--- config.mk ---
export PLATFORM = sky130hd
export DESIGN_NAME = timed_wait_queue_scheduler
export DESIGN_NICKNAME = d
export VERILOG_FILES = /design/src/hw/rtl/twqs_pkg.sv /design/src/hw/rtl/twqs_ram.sv /design/src/hw/rtl/timed_wait_queue_scheduler.sv
export SDC_FILE = /design/constraint.sdc
export NUM_CORES = 1
export LEC_CHECK = 0
export BUFFER_PORTS_ARGS = -buffer_cell sky130_fd_sc_hd__buf_4
export CAP_MARGIN = 20
export CORE_UTILIZATION = 40
export DETAILED_ROUTE_END_ITERATION = 8
export GPL_ROUTABILITY_DRIVEN = 0
export PLACE_DENSITY = 0.54
export SLEW_MARGIN = 20
export SYNTH_ARGS = -nofsm -noshare
export SYNTH_HDL_FRONTEND = slang
export SYNTH_SLANG_ARGS = --single-unit
export TNS_END_PERCENT = 5
--- constraint.sdc ---
create_clock -name i_clk -period 7.1 [get_ports i_clk]
set_input_delay 0.71 -clock i_clk [delete_from_list [all_inputs] [get_ports i_clk]]
set_output_delay 0.71 -clock i_clk [all_outputs]
set_load 0.05 [all_outputs]
--- src/hw/rtl/twqs_pkg.sv ---
`default_nettype none
package twqs_pkg;

    typedef enum logic [2:0] {
        CMD_SLEEP     = 3'd0,
        CMD_WAIT      = 3'd1,
        CMD_SIGNAL    = 3'd2,
        CMD_BROADCAST = 3'd3,
        CMD_TICK      = 3'd4
    } t_cmd;

    typedef enum logic [1:0] {
        CAUSE_NONE     = 2'd0,
        CAUSE_TIMEOUT  = 2'd1,
        CAUSE_SIGNALED = 2'd2
    } t_cause;

    localparam logic STATUS_OK      = 1'b0;
    localparam logic STATUS_IGNORED = 1'b1;

    typedef enum logic [3:0] {
        S_IDLE,
        S_ENQ_ORD,
        S_ENQ_INFO,
        S_ENQ_CMP,
        S_SCAN_ORD,
        S_SCAN_INFO,
        S_SCAN_EVAL,
        S_PEND_RD,
        S_PEND_EMIT,
        S_FINISH
    } t_state;

endpackage
`default_nettype wire

--- src/hw/rtl/twqs_ram.sv ---
`default_nettype none
module twqs_ram #(
    parameter int WIDTH = 8,
    parameter int DEPTH = 16
) (
    input  wire logic                     i_clk,
    input  wire logic                     i_we,
    input  wire logic [$clog2(DEPTH)-1:0] i_waddr,
    input  wire logic [WIDTH-1:0]         i_wdata,
    input  wire logic [$clog2(DEPTH)-1:0] i_raddr,
    output logic      [WIDTH-1:0]         o_rdata
);

    logic [WIDTH-1:0] mem [DEPTH];

    always_ff @(posedge i_clk) begin
        if (i_we) begin
            mem[i_waddr] <= i_wdata;
        end
        o_rdata <= mem[i_raddr];
    end

endmodule
`default_nettype wire

--- src/hw/rtl/timed_wait_queue_scheduler.sv ---
// Sleep/wait compares entries from the tail toward the head, stopping at the insertion
// point; an ignored or unused command goes straight to its result; signal/broadcast walk
// every waiting entry; tick walks every waiting entry, then every pending one. One command
// at a time; each entry's order RAM read addresses the task info RAM, both registered reads.
// Results are registered, each a one-cycle strobe, and cannot be stalled.
// Reset (synchronous, active low) clears counts and task valid bits.
`default_nettype none
module timed_wait_queue_scheduler
    import twqs_pkg::*;
#(
    parameter int TASKS     = 16,
    parameter int SIGNALS   = 16,
    parameter int TIME_BITS = 32
) (
    input  wire logic        i_clk,
    input  wire logic        i_rst_n,
    input  wire logic        start,
    output logic             busy,
    input  wire logic [2:0]  i_cmd,
    input  wire logic [3:0]  i_task_id,
    input  wire logic [3:0]  i_signal_id,
    input  wire logic [31:0] i_duration,
    input  wire logic [31:0] i_now,
    output logic             o_result_valid,
    output logic [3:0]       o_woken_task,
    output logic             o_woken,
    output logic [1:0]       o_cause,
    output logic [4:0]       o_matched,
    output logic             o_status,
    output logic             o_last
);

    localparam int AW     = $clog2(TASKS);
    localparam int CW     = $clog2(TASKS + 1);
    localparam int INFO_W = TIME_BITS + 6;

    // info word: {expiry, has_signal, signal, pending}
    t_state              r_state, n_state;
    logic [2:0]          r_cmd, n_cmd;
    logic [AW-1:0]       r_task, n_task;
    logic [3:0]          r_sig, n_sig;
    logic [TIME_BITS-1:0] r_now, n_now;
    logic [TIME_BITS-1:0] r_exp, n_exp;
    logic [CW-1:0]       r_idx, n_idx;
    logic [CW-1:0]       r_wr, n_wr;
    logic [AW-1:0]       r_cur, n_cur;
    logic [CW-1:0]       r_wcount, n_wcount;
    logic [CW-1:0]       r_pcount, n_pcount;
    logic [4:0]          r_matched, n_matched;
    logic                r_status, n_status;
    logic                r_active, n_active;
    logic [TASKS-1:0]    r_valid, n_valid;
    logic                r_hold_v, n_hold_v;
    logic [3:0]          r_hold_task, n_hold_task;
    logic [1:0]          r_hold_cause, n_hold_cause;

    logic                r_ov, n_ov;
    logic [3:0]          r_otask, n_otask;
    logic                r_owoken, n_owoken;
    logic [1:0]          r_ocause, n_ocause;
    logic [4:0]          r_omatched, n_omatched;
    logic                r_ostatus, n_ostatus;
    logic                r_olast, n_olast;

    logic                ord_we, info_we, pend_we;
    logic [AW-1:0]       ord_waddr, ord_raddr, info_waddr, info_raddr, pend_waddr, pend_raddr;
    logic [AW-1:0]       ord_wdata, ord_rdata, pend_wdata, pend_rdata;
    logic [INFO_W-1:0]   info_wdata, info_rdata;

    logic [TIME_BITS-1:0] dur_t, now_t, info_exp;
    logic                info_has;
    logic [3:0]          info_sig;
    logic [CW-1:0]       idx_m1;
    logic                task_ok, sig_ok, hit;
    logic [AW-1:0]       in_task;

    assign dur_t    = TIME_BITS'(i_duration);
    assign now_t    = TIME_BITS'(i_now);
    assign in_task  = AW'(i_task_id);
    assign task_ok  = (32'(i_task_id) < TASKS) && !r_valid[in_task];
    assign sig_ok   = 32'(i_signal_id) < SIGNALS;
    assign info_exp = info_rdata[INFO_W-1:6];
    assign info_has = info_rdata[5];
    assign info_sig = info_rdata[4:1];
    assign idx_m1   = r_idx - 1'b1;

    twqs_ram #(.WIDTH(AW), .DEPTH(TASKS)) u_order (
        .i_clk(i_clk), .i_we(ord_we), .i_waddr(ord_waddr), .i_wdata(ord_wdata),
        .i_raddr(ord_raddr), .o_rdata(ord_rdata)
    );

    twqs_ram #(.WIDTH(INFO_W), .DEPTH(TASKS)) u_info (
        .i_clk(i_clk), .i_we(info_we), .i_waddr(info_waddr), .i_wdata(info_wdata),
        .i_raddr(info_raddr), .o_rdata(info_rdata)
    );

    // pending list stored reversed: head is the highest filled slot
    twqs_ram #(.WIDTH(AW), .DEPTH(TASKS)) u_pend (
        .i_clk(i_clk), .i_we(pend_we), .i_waddr(pend_waddr), .i_wdata(pend_wdata),
        .i_raddr(pend_raddr), .o_rdata(pend_rdata)
    );

    always_ff @(posedge i_clk) begin
        if (!i_rst_n) begin
            r_state   <= S_IDLE;
            r_wcount  <= '0;
            r_pcount  <= '0;
            r_valid   <= '0;
            r_hold_v  <= 1'b0;
            r_ov      <= 1'b0;
        end else begin
            r_state   <= n_state;
            r_wcount  <= n_wcount;
            r_pcount  <= n_pcount;
            r_valid   <= n_valid;
            r_hold_v  <= n_hold_v;
            r_ov      <= n_ov;
        end
        r_cmd        <= n_cmd;
        r_task       <= n_task;
        r_sig        <= n_sig;
        r_now        <= n_now;
        r_exp        <= n_exp;
        r_idx        <= n_idx;
        r_wr         <= n_wr;
        r_cur        <= n_cur;
        r_matched    <= n_matched;
        r_status     <= n_status;
        r_active     <= n_active;
        r_hold_task  <= n_hold_task;
        r_hold_cause <= n_hold_cause;
        r_otask      <= n_otask;
        r_owoken     <= n_owoken;
        r_ocause     <= n_ocause;
        r_omatched   <= n_omatched;
        r_ostatus    <= n_ostatus;
        r_olast      <= n_olast;
    end

    always_comb begin
        n_state      = r_state;
        n_cmd        = r_cmd;
        n_task       = r_task;
        n_sig        = r_sig;
        n_now        = r_now;
        n_exp        = r_exp;
        n_idx        = r_idx;
        n_wr         = r_wr;
        n_cur        = r_cur;
        n_wcount     = r_wcount;
        n_pcount     = r_pcount;
        n_matched    = r_matched;
        n_status     = r_status;
        n_active     = r_active;
        n_valid      = r_valid;
        n_hold_v     = r_hold_v;
        n_hold_task  = r_hold_task;
        n_hold_cause = r_hold_cause;
        n_ov         = 1'b0;
        n_otask      = r_hold_task;
        n_owoken     = 1'b1;
        n_ocause     = r_hold_cause;
        n_omatched   = '0;
        n_ostatus    = STATUS_OK;
        n_olast      = 1'b0;
        ord_we       = 1'b0;
        ord_waddr    = r_wr[AW-1:0];
        ord_wdata    = r_cur;
        ord_raddr    = r_idx[AW-1:0];
        info_we      = 1'b0;
        info_waddr   = r_cur;
        info_wdata   = {info_exp, 1'b0, 4'd0, 1'b1};
        info_raddr   = ord_rdata;
        pend_we      = 1'b0;
        pend_waddr   = r_pcount[AW-1:0];
        pend_wdata   = r_cur;
        pend_raddr   = idx_m1[AW-1:0];
        hit          = 1'b0;

        case (r_state)
            S_IDLE: begin
                if (start) begin
                    n_cmd     = i_cmd;
                    n_task    = in_task;
                    n_sig     = i_signal_id;
                    n_now     = now_t;
                    n_exp     = (&dur_t) ? '1 : dur_t + now_t;
                    n_matched = '0;
                    n_status  = STATUS_OK;
                    n_wr      = '0;
                    n_idx     = '0;
                    case (i_cmd)
                        CMD_SLEEP, CMD_WAIT: begin
                            n_idx = r_wcount;
                            if (task_ok && (i_cmd == CMD_SLEEP || sig_ok)) begin
                                n_state = S_ENQ_ORD;
                            end else begin
                                n_status = STATUS_IGNORED;
                                n_state  = S_FINISH;
                            end
                        end
                        CMD_SIGNAL, CMD_BROADCAST: begin
                            n_active = sig_ok;
                            n_state  = S_SCAN_ORD;
                        end
                        CMD_TICK: begin
                            n_active = 1'b1;
                            n_state  = S_SCAN_ORD;
                        end
                        default: n_state = S_FINISH;
                    endcase
                end
            end

            // insertion walks from the tail, shifting entries up one slot
            S_ENQ_ORD: begin
                ord_raddr = idx_m1[AW-1:0];
                if (r_idx == '0) begin
                    hit     = 1'b1;
                end else begin
                    n_state = S_ENQ_INFO;
                end
            end
            S_ENQ_INFO: begin
                n_cur   = ord_rdata;
                n_state = S_ENQ_CMP;
            end
            S_ENQ_CMP: begin
                if (info_exp < r_exp) begin
                    hit = 1'b1;
                end else begin
                    ord_we    = 1'b1;
                    ord_waddr = r_idx[AW-1:0];
                    ord_wdata = r_cur;
                    n_idx     = idx_m1;
                    n_state   = S_ENQ_ORD;
                end
            end

            // forward walk with compaction: removed entries are skipped
            S_SCAN_ORD: begin
                if (r_idx == r_wcount) begin
                    n_wcount = r_wr;
                    if (r_cmd == CMD_TICK) begin
                        n_idx   = r_pcount;
                        n_state = S_PEND_RD;
                    end else begin
                        n_state = S_FINISH;
                    end
                end else begin
                    n_state = S_SCAN_INFO;
                end
            end
            S_SCAN_INFO: begin
                n_cur   = ord_rdata;
                n_state = S_SCAN_EVAL;
            end
            S_SCAN_EVAL: begin
                n_idx   = r_idx + 1'b1;
                n_state = S_SCAN_ORD;
                if (r_cmd == CMD_TICK) begin
                    if (r_active && r_now >= info_exp) begin
                        n_valid[r_cur] = 1'b0;
                        n_ov         = r_hold_v;
                        n_hold_v     = 1'b1;
                        n_hold_task  = 4'(r_cur);
                        n_hold_cause = CAUSE_TIMEOUT;
                    end else begin
                        n_active = 1'b0;
                        ord_we   = 1'b1;
                        n_wr     = r_wr + 1'b1;
                    end
                end else if (r_active && info_has && info_sig == r_sig) begin
                    info_we   = 1'b1;
                    pend_we   = 1'b1;
                    n_pcount  = r_pcount + 1'b1;
                    n_matched = r_matched + 1'b1;
                    if (r_cmd == CMD_SIGNAL) begin
                        n_active = 1'b0;
                    end
                end else begin
                    ord_we = 1'b1;
                    n_wr   = r_wr + 1'b1;
                end
            end

            S_PEND_RD: begin
                if (r_idx == '0) begin
                    n_pcount = '0;
                    n_state  = S_FINISH;
                end else begin
                    n_state  = S_PEND_EMIT;
                end
            end
            S_PEND_EMIT: begin
                n_valid[pend_rdata] = 1'b0;
                n_ov         = r_hold_v;
                n_hold_v     = 1'b1;
                n_hold_task  = 4'(pend_rdata);
                n_hold_cause = CAUSE_SIGNALED;
                n_idx        = idx_m1;
                n_state      = S_PEND_RD;
            end

            S_FINISH: begin
                n_ov     = 1'b1;
                n_olast  = 1'b1;
                n_hold_v = 1'b0;
                if (!r_hold_v) begin
                    n_otask    = '0;
                    n_owoken   = 1'b0;
                    n_ocause   = CAUSE_NONE;
                    n_omatched = r_matched;
                    n_ostatus  = r_status;
                end
                n_state = S_IDLE;
            end

            default: n_state = S_IDLE;
        endcase

        // insertion point found: place the task and record its info
        if (hit) begin
            ord_we         = 1'b1;
            ord_waddr      = r_idx[AW-1:0];
            ord_wdata      = r_task;
            info_we        = 1'b1;
            info_waddr     = r_task;
            info_wdata     = {r_exp, r_cmd == CMD_WAIT, r_sig, 1'b0};
            n_valid[r_task] = 1'b1;
            n_wcount       = r_wcount + 1'b1;
            n_state        = S_FINISH;
        end
    end

    assign busy           = r_state != S_IDLE;
    assign o_result_valid = r_ov;
    assign o_woken_task   = r_otask;
    assign o_woken        = r_owoken;
    assign o_cause        = r_ocause;
    assign o_matched      = r_omatched;
    assign o_status       = r_ostatus;
    assign o_last         = r_olast;

endmodule
`default_nettype wire

==> results.py, run 1 <==
metrics = {
    "run_status": {
        "status": "finished clean",
    },
    "synthesis": {
        "syn-cell-area_sq_um": 38100,
        "yosysWarnings": 0,
        "ys_ff_latch": 913,
        "synthFlopType": "edfxtp_1",
        "synth_nets": 2368,
        "ys_async_sr_fraction": 0,
        "synth.avg_cell_area_sq_um": 17.4,
        "seq_area_frac_synth": 0.697,
        "synth_edf_count": 822,
        "synth.distinct_cells": 69,
        "netlist_instances": 2185,
    },
    "global_routing": {
        "gr-total-overflow": 0,
        "grt_pass1_wl_um": 139000,
        "grt_pass1_vias": 21100,
        "grt_max_degree": 108,
        "grt_antenna_before_repair": 4,
        "track_usage": 0.199,
    },
    "worst_setup_path": {
        "crit_path_start_kind": "register",
        "reg2reg_from": "r_exp[13]",
        "critPathKind": "register to register",
        "cp_max_fo": 19,
        "r2r-end": "u_info.mem[2][25]",
        "crit_path_end_kind": "register",
        "r2r_slack_ns": 2.37,
        "cp.required_ns": 7.40,
        "rr_worst_depth": 13,
        "worstPathArrival_ns": 5.04,
    },
    "routing": {
        "drt_first_iter_violations": 1716,
        "drc_errors": 0,
        "viasPerCell": 5.60,
        "ant_nets": 0,
        "wl_per_cell_um": 25.7,
        "drt_wl_total_um": 94200,
        "drt_first_pass_iters": 5,
        "vias": 20500,
    },
    "pwr": {
        "power.internal_mw": 12.2,
        "combinationalPowerShare": 0.278,
        "cellPowerDensity_nw_per_um2": 400,
        "switching_share": 0.304,
        "p_sw_mw": 5.34,
        "pwr-share-seq": 0.424,
        "max-vdd-ir-drop_mv": 0.518,
        "power_frac_clock": 0.298,
        "p_leak_nw": 14.8,
        "finalPower_mw": 17.6,
    },
    "cells_and_area": {
        "finalNonFillerCells": 3670,
        "final_area_sq_um": 43900,
        "final_net_count": 2518,
        "syn2layout_area_growth_pct": 15.3,
        "fin_util": 0.468,
        "drive_gt1_frac": 0.233,
    },
    "floorplan": {
        "die_h_um": 310,
        "ioPinCount": 94,
        "rows": 112,
        "coreArea_sq_um": 93700,
        "fp.dieW_um": 310,
        "die_area_sq_um": 96400,
        "start_util": 0.406,
    },
    "sta": {
        "max-slew-margin-rel": 0.277,
        "rsz0062_at_grt": "no",
        "post-route-period-util": 0.667,
        "setup_viol": 0,
        "skew_ns": 0.0353,
        "max_freq_mhz": 211,
        "period_needed_ns": 4.73,
        "timing_hold_violations_final": 0,
        "holdWs_ns": 0.244,
        "tns_ns": 0,
        "maxSlewViolCount": 0,
        "setup_ws_ns": 2.37,
        "worst_pin_slew_ns": 1.09,
    },
    "placed_design": {
        "post_dp_cell_area_sq_um": 40500,
        "placedCellCount": 3492,
        "io_buffers": 93,
        "dp_hpwl_um": 56800,
        "dp_slack_ns": 2.34,
    },
    "hold_path": {
        "holdPathStages": 1,
        "hp-start": "i_now[27]",
        "min_delay_worst_endpoint": "r_now[27]",
        "hp-class": "input pin to register",
    },
    "clock_tree": {
        "worstSkewPairLatency_ns": 0.66,
        "numCtsBuffers": 95,
        "cts_setup_buffers": 0,
        "post_cts_resized": 0,
        "cts.sinks": 913,
        "clk_pin_slew_ns": 0.06,
        "cts_max_path_buffers": 3,
        "hold_buffers": 0,
        "root_buffer": "clkbuf_16",
        "h-tree-depth": 3,
        "cts_tree": "built",
    },
    "job": {
        "cap_violations": 0,
    },
}
power by group through the flow:
stage / logic (mW) / registers (mW) / clock network [mW]
6_report: 4.88 / 7.45 / 5.22
5_1_grt: 5.35 / 7.51 / 5.51
4_1_cts: 4.99 / 7.45 / 5.32
3_5_place_dp: 4.96 / 7.56 / 0
3_3_place_gp: 4.89 / 7.56 / 0
2_1_floorplan: 3.54 / 7.29 / 0
cell families (layout without fill, tap and decap cells):
logic type	Yosys count	after routing	synth area share
flops	913	913	0.697
simple gates	405	405	0.0518
compound gates	295	295	0.0489
mux	237	237	0.138
buf+inv	179	409	0.0180
fa+ha+maj	105	105	0.0347
xor+xnor	51	51	0.0119
other cells	0	1	0
flip-flops by register name, summed over array words and instances, names as in the netlist, 16 cells and up:
signal / flops
u_info.mem: 592
u_order.mem: 64
u_pend.mem: 64
u_info.o_rdata: 37
r_exp: 32
r_now: 32
r_valid: 16
layout by cell type (no fill, tap or decap), types with 59 or more instances in the layout:
cell type / synthesis / routed
edfxtp_1: 822 / 822
mux4_2: 230 / 230
buf_4: 1 / 141
nand2_1: 119 / 119
ha_1: 104 / 104
clkbuf_16: 0 / 95
nor2_1: 105 / 89
dfxtp_1: 91 / 87
inv_1: 87 / 86
a21oi_1: 71 / 70
o21ai_0: 84 / 59
layout make-up:
type	count	area (sq um)
Multi-Input combinational cell	1093	11000
Inverter	89	337
Sequential cell	913	26500
Clock inverter	50	688
Timing Repair Buffer	143	1100
Tap cell	1254	1570
Antenna cell	1	2.50
Fill cell	7951	49900
Clock buffer	127	2630
worst max-delay path by stage:
stage,start,end,slack [ns],depth (start not counted)
final,r_exp[13],u_info.mem[2][25],2.37,13
after global routing,r_exp[13],u_info.mem[2][9],2.04,13
after floorplan,r_idx[0],u_info.mem[4][10],2.21,12
after global placement,r_exp[13],u_info.mem[2][20],2.46,13
after detailed placement,r_exp[13],u_info.mem[2][20],2.34,13
after CTS,r_exp[13],u_info.mem[2][25],2.33,13
synthesized netlist by cell type (5+ instances only):
| cell | instances | area share |
|---|---|---|
| a211oi_1 | 7 | 0.0014 |
| a21boi_0 | 9 | 0.0018 |
| a21o_1 | 28 | 0.0055 |
| a21oi_1 | 71 | 0.0093 |
| a31oi_1 | 18 | 0.0030 |
| a41o_1 | 5 | 0.0013 |
| and2_1 | 14 | 0.0023 |
| and3_1 | 10 | 0.0016 |
| buf_1 | 20 | 0.0020 |
| buf_2 | 7 | 0.00092 |
| clkbuf_1 | 62 | 0.0061 |
| dfxtp_1 | 91 | 0.048 |
| edfxtp_1 | 822 | 0.65 |
| ha_1 | 104 | 0.034 |
| inv_1 | 87 | 0.0086 |
| mux2_2 | 5 | 0.0015 |
| mux4_2 | 230 | 0.14 |
| nand2_1 | 119 | 0.012 |
| nand2b_1 | 21 | 0.0035 |
| nand3_1 | 27 | 0.0036 |
| nand3b_1 | 5 | 0.00099 |
| nand4_1 | 22 | 0.0036 |
| nor2_1 | 105 | 0.010 |
| nor2b_1 | 25 | 0.0041 |
| nor3_1 | 23 | 0.0030 |
| nor3b_1 | 6 | 0.0012 |
| nor4_1 | 7 | 0.0012 |
| nor4b_1 | 5 | 0.0012 |
| o211ai_1 | 9 | 0.0018 |
| o21a_1 | 14 | 0.0028 |
| o21ai_0 | 84 | 0.011 |
| o22ai_1 | 5 | 0.00082 |
| o311ai_0 | 5 | 0.0012 |
| o31ai_1 | 6 | 0.0012 |
| xnor2_1 | 24 | 0.0055 |
| xor2_1 | 26 | 0.0060 |
worst max-delay path, stage by stage (launching register included):
cell and delay (ns):
edfxtp_1 0.36, inv_1 0.10, ha_1 0.24, a21oi_1 0.16
o21ai_0 0.16, a221oi_1 0.27, o21ai_0 0.22, o211ai_1 0.57
a21oi_4 0.25, or3_1 0.42, a21boi_0 0.16, buf_4 0.21
nor2_4 0.76, buf_4 0.47
metal layers:
layer	track usage	vias up	wire length, um
li1	-	9050	-
met1	0.280	10700	41800
met2	0.319	670	44700
met3	0.0348	149	5430
met4	0.0522	4	2270
met5	0	-	21
(Power assumes the default switching activity.)
==> run 2, diff against run 1 <==
==> constraint.sdc (replaced) <==
create_clock -name i_clk -period 4.41 [get_ports i_clk]
set_input_delay 0.441 -clock i_clk [delete_from_list [all_inputs] [get_ports i_clk]]
set_output_delay 0.441 -clock i_clk [all_outputs]
set_load 0.05 [all_outputs]
==> results.py, run 2 (synthesized netlist as in run 1, its figures left out) <==
metrics = {
    "run_status": {
        "status": "finished clean",
    },
    "placed_design": {
        "io_buffers": 93,
        "dp_hpwl_um": 58400,
        "dp_slack_ns": 0.394,
    },
    "pwr": {
        "pwr-share-seq": 0.425,
        "cellPowerDensity_nw_per_um2": 637,
        "power_frac_clock": 0.288,
        "combinationalPowerShare": 0.287,
        "switching_share": 0.308,
        "p_leak_nw": 15.2,
        "power.internal_mw": 19.7,
        "p_sw_mw": 8.78,
        "max-vdd-ir-drop_mv": 0.375,
    },
    "global_routing": {
        "grt_antenna_before_repair": 4,
        "busiest_layer": "met2",
        "gr-total-overflow": 0,
        "grtUsageMet3": 0.0311,
        "grt_util_met2": 0.326,
        "met1_usage": 0.274,
        "grt_pass1_vias": 21500,
        "track_usage": 0.198,
        "grt_pass1_wl_um": 140000,
        "grt_max_degree": 88,
    },
    "worst_setup_path": {
        "cp_max_fo": 87,
        "crit_path_end_kind": "register",
        "r2r_slack_ns": 0.36,
        "crit_path_start_kind": "register",
        "rr_worst_depth": 13,
        "cp.required_ns": 4.73,
        "crit_top_cell": "buf_12",
        "worstPathArrival_ns": 4.38,
        "r2r-end": "u_info.mem[2][27]",
        "cp_cell_sequence": "inv_1 > ha_1 > nand4_1 > nor4_1 > o21ai_0 > a31oi_1 > o211ai_1 > a21oi_4 > buf_12 > a21boi_0 > buf_4 > nor2_4 > buf_12",
        "reg2reg_from": "r_exp[23]",
        "critical-path-slowest-cell": "nor4_1",
        "slowest_delay_ns": 0.63,
        "critPathKind": "register to register",
    },
    "floorplan": {
        "fp.dieW_um": 310,
        "die_area_sq_um": 96400,
        "coreArea_sq_um": 93700,
        "die_h_um": 310,
        "rows": 112,
        "start_util": 0.406,
        "ioPinCount": 94,
    },
    "routing": {
        "drt_first_iter_violations": 2017,
        "drc_errors": 0,
        "drt_wl_total_um": 93200,
        "wl_per_cell_um": 24.8,
        "ant_nets": 0,
        "viasPerCell": 5.53,
        "vias": 20700,
        "drt_first_pass_iters": 5,
    },
    "cells_and_area": {
        "reg_top3": "u_info.mem: 592 flops, u_order.mem: 64 flops, u_pend.mem: 64 flops",
        "largest_reg_flops": 592,
        "layout_common_cells": "edfxtp_1, mux4_2, buf_4, nand2_1, ha_1",
        "top_register": "u_info.mem",
        "syn2layout_area_growth_pct": 17.5,
        "drive_gt1_frac": 0.236,
        "antenna_cells": 0,
        "final_net_count": 2601,
        "final_common_cell": "edfxtp_1",
    },
    "sta": {
        "setup_ws_ns": 0.355,
        "max_freq_mhz": 247,
        "skew_ns": 0.0302,
        "period_needed_ns": 4.05,
        "tns_ns": 0,
        "max-slew-margin-rel": 0.274,
        "worst_pin_slew_ns": 1.09,
        "timing_hold_violations_final": 0,
        "rsz0062_at_grt": "no",
        "setup_viol": 0,
        "post-route-period-util": 0.919,
        "maxSlewViolCount": 0,
    },
    "clock_tree": {
        "cts_tree": "built",
        "cts_max_path_buffers": 3,
        "clk_pin_slew_ns": 0.06,
        "cts_setup_buffers": 0,
        "cts.sinks": 913,
        "post_cts_resized": 0,
        "numCtsBuffers": 97,
        "worstSkewPairLatency_ns": 0.67,
        "h-tree-depth": 3,
        "root_buffer": "clkbuf_16",
        "hold_buffers": 38,
    },
    "hold_path": {
        "hp-class": "input pin to register",
        "holdPathStages": 1,
        "min_delay_worst_endpoint": "r_task[1]",
        "hp-start": "i_task_id[1]",
    },
    "job": {
        "cap_violations": 0,
    },
}
## run 2: cell types whose count changed in the layout (fill, tap and decap cells not counted), moves of 3 or more
cell	delta
buf_12	+21
buf_4	+22
bufinv_16	-3
clkbuf_1	+11
clkbuf_8	-7
clkinv_1	+8
clkinv_2	-5
dlygate4sd3_1	+38
o21ai_0	+25
o21ai_1	-25
## run 2: power groups by stage
stage	clock network, mW	registers, mW	logic (mW)
5_1_grt	8.72	12.2	8.90
3_3_place_gp	0	12.3	8.14
6_report	8.22	12.1	8.16
3_5_place_dp	0	12.3	8.21
4_1_cts	8.41	12.1	8.29
2_1_floorplan	0	11.7	5.70
## run 2: metal layers
| layer | up-vias | wire length [um] |
|---|---|---|
| li1 | 9204 | - |
| met1 | 10800 | 40200 |
| met2 | 653 | 45800 |
| met3 | 121 | 5460 |
| met4 | 4 | 1780 |
| met5 | - | 27 |
## run 2: worst max-delay path by stage
stage	from	to	slack, ns
2_1_floorplan	r_idx[0]	u_info.mem[4][10]	-0.48
3_5_place_dp	r_exp[22]	u_info.mem[2][35]	0.39
6_report	r_exp[23]	u_info.mem[2][27]	0.36
5_1_grt	r_exp[22]	u_info.mem[10][24]	0.07
3_3_place_gp	r_exp[22]	u_info.mem[0][29]	0.48
4_1_cts	r_exp[21]	u_info.mem[2][11]	0.34
## run 2: metrics by stage
step	instance area (sq um)	hold WS [ns]	total power, mW	cells	util
floorplan	38100	0.406	17.4	2185	-
finish	44700	0.0611	28.5	3754	0.477
global route	44700	0.0295	29.8	3754	0.477
global placement	41100	0.439	20.4	3535	0.438
detailed placement	41100	0.437	20.5	3535	0.438
CTS	44700	0.0104	28.8	3754	0.477
## run 2: area by class of cell
class	instances	area [sq um]
clock buffer	133	2620
timing repair buffer	224	2060
sequential	913	26500
multi-input combinational	1093	11000
inverter	89	337
tap	1254	1570
fill	7900	49000
clock inverter	48	609
## run 2: critical path, delay by kind of cell, from the launching register on
family	cells	cell delay, ns
AOI/OAI and AO/OA	5	1.22
buffers and inverters	4	0.94
and+or+nand+nor	3	0.91
DFF	1	0.33
adders and majority gates	1	0.30
==> run 3, diff against run 2 <==
--- a/config.mk
+++ b/config.mk
@@ -11,6 +11,7 @@
 export DETAILED_ROUTE_END_ITERATION = 8
 export GPL_ROUTABILITY_DRIVEN = 0
 export PLACE_DENSITY = 0.54
+export RECOVER_POWER = 100
 export SLEW_MARGIN = 20
 export SYNTH_ARGS = -nofsm -noshare
 export SYNTH_HDL_FRONTEND = slang
==> results.py, run 3 (synthesized netlist as in run 1, its figures left out) <==
metrics = {
    "worst_setup_path": {
        "crit_path_start_kind": "register",
        "critPathKind": "register to register",
        "cp.required_ns": 4.96,
        "crit_path_end_kind": "register",
        "cp_max_fo": 12,
        "worstPathArrival_ns": 4.79,
    },
    "clock_tree": {
        "cts_max_path_buffers": 3,
        "h-tree-depth": 3,
        "post_cts_resized": 0,
        "numCtsBuffers": 97,
        "worstSkewPairLatency_ns": 0.66,
        "clk_pin_slew_ns": 0.06,
        "cts_setup_buffers": 0,
        "cts_tree": "built",
        "root_buffer": "clkbuf_16",
        "cts.sinks": 913,
        "hold_buffers": 38,
    },
    "sta": {
        "timing_hold_violations_final": 0,
        "holdWs_ns": 0.191,
        "setup_viol": 0,
        "period_needed_ns": 4.24,
        "tns_ns": 0,
        "max-slew-margin-rel": -0.795,
        "rsz0062_at_grt": "no",
        "maxSlewViolCount": 111,
        "post-route-period-util": 0.961,
        "worst_pin_slew_ns": 2.69,
        "setup_ws_ns": 0.174,
        "skew_ns": 0.0285,
        "max_freq_mhz": 236,
    },
    "cells_and_area": {
        "fill_cells": 8023,
        "multi_input_area_sq_um": 11000,
        "final-seq-area_sq_um": 26500,
        "largest_reg_flops": 592,
        "antenna_cells": 0,
        "layout_common_cells": "edfxtp_1, mux4_2, clkbuf_1, nand2_1, ha_1",
        "final_common_cell": "edfxtp_1",
        "final_net_count": 2601,
        "drive_gt1_frac": 0.193,
        "reg_top3": "u_info.mem: 592 flops, u_order.mem: 64 flops, u_pend.mem: 64 flops",
        "syn2layout_area_growth_pct": 16.1,
        "top_register": "u_info.mem",
        "final_area_sq_um": 44200,
    },
    "routing": {
        "drt_first_pass_iters": 5,
        "vias": 20700,
        "drt_first_iter_violations": 1927,
        "wl_per_cell_um": 24.8,
        "viasPerCell": 5.51,
        "ant_nets": 0,
        "drt_wl_total_um": 93100,
        "drc_errors": 0,
    },
    "global_routing": {
        "track_usage": 0.198,
        "grt_pass1_vias": 21500,
        "grtUsageMet3": 0.0311,
        "grt_pass1_wl_um": 140000,
        "busiest_layer": "met2",
        "met1_usage": 0.274,
        "grt_antenna_before_repair": 4,
        "grt_max_degree": 88,
        "gr-total-overflow": 0,
        "grt_util_met2": 0.326,
    },
    "pwr": {
        "max-vdd-ir-drop_mv": 0.376,
        "p_sw_mw": 8.73,
        "switching_share": 0.308,
        "combinationalPowerShare": 0.282,
        "power.internal_mw": 19.6,
        "power_frac_clock": 0.290,
        "finalPower_mw": 28.3,
        "cellPowerDensity_nw_per_um2": 640,
        "pwr-share-seq": 0.428,
        "p_leak_nw": 14.8,
    },
    "floorplan": {
        "die_area_sq_um": 96400,
        "fp.dieW_um": 310,
        "ioPinCount": 94,
        "start_util": 0.406,
        "coreArea_sq_um": 93700,
        "rows": 112,
        "die_h_um": 310,
    },
    "placed_design": {
        "io_buffers": 93,
        "dp_slack_ns": 0.394,
        "post_dp_cell_area_sq_um": 41100,
        "dp_hpwl_um": 58400,
    },
    "job": {
        "cap_violations": 3,
    },
    "hold_path": {
        "hp-class": "input pin to register",
    },
    "run_status": {
        "status": "complete, but fails checks",
        "failed_checks": "capacitance limit, slew limit",
    },
}
[run 3: routing by layer]
metal | up-vias | share of wire
met5 | - | 0.00029
met4 | 4 | 0.020
met3 | 125 | 0.058
met2 | 662 | 0.49
met1 | 10700 | 0.43
li1 | 9194 | -
[run 3: worst paths after layout]
kind                                       from         end  slack (ns)  depth (start not counted)
worst max-delay path                   r_now[0]  r_valid[3]        0.17                         13
worst min-delay path                    i_rst_n    r_hold_v        0.19                          2
worst max register to register         r_now[0]  r_valid[3]        0.17                         13
worst min register to register  r_hold_cause[1]  o_cause[1]        0.45                          1
[run 3: stage by stage]
step                      utilization  cells
after floorplan                     -   2185
after global placement          0.438   3535
after detailed placement        0.438   3535
after CTS                       0.477   3754
after global routing            0.471   3754
final                           0.471   3754
[run 3: critical path: stages, from the launching register on]
cell and delay (ns):
edfxtp_1 0.33, inv_1 0.10, ha_1 0.28, nand2b_1 0.09
a21o_1 0.11, a211oi_1 0.09, o31ai_1 0.53, a21oi_1 0.26
o21ai_0 0.52, clkbuf_1 0.44, and2_0 0.65, clkbuf_2 0.34
a41oi_1 0.14, o21a_1 0.24
[run 3: power by group through the flow]
stage	logic (mW)	clock network (mW)	registers [mW]
4_1_cts	8.29	8.41	12.1
3_5_place_dp	8.21	0	12.3
3_3_place_gp	8.14	0	12.3
5_1_grt	8.72	8.72	12.2
6_report	7.97	8.20	12.1
2_1_floorplan	5.70	0	11.7
[run 3: layout make-up]
type | instances | area share
Sequential cell | 913 | 0.600
Multi-Input combinational cell | 1093 | 0.248
Clock buffer | 133 | 0.0593
Timing Repair Buffer | 224 | 0.0359
Tap cell | 1254 | 0.0355
Clock inverter | 48 | 0.0138
Inverter | 89 | 0.00762
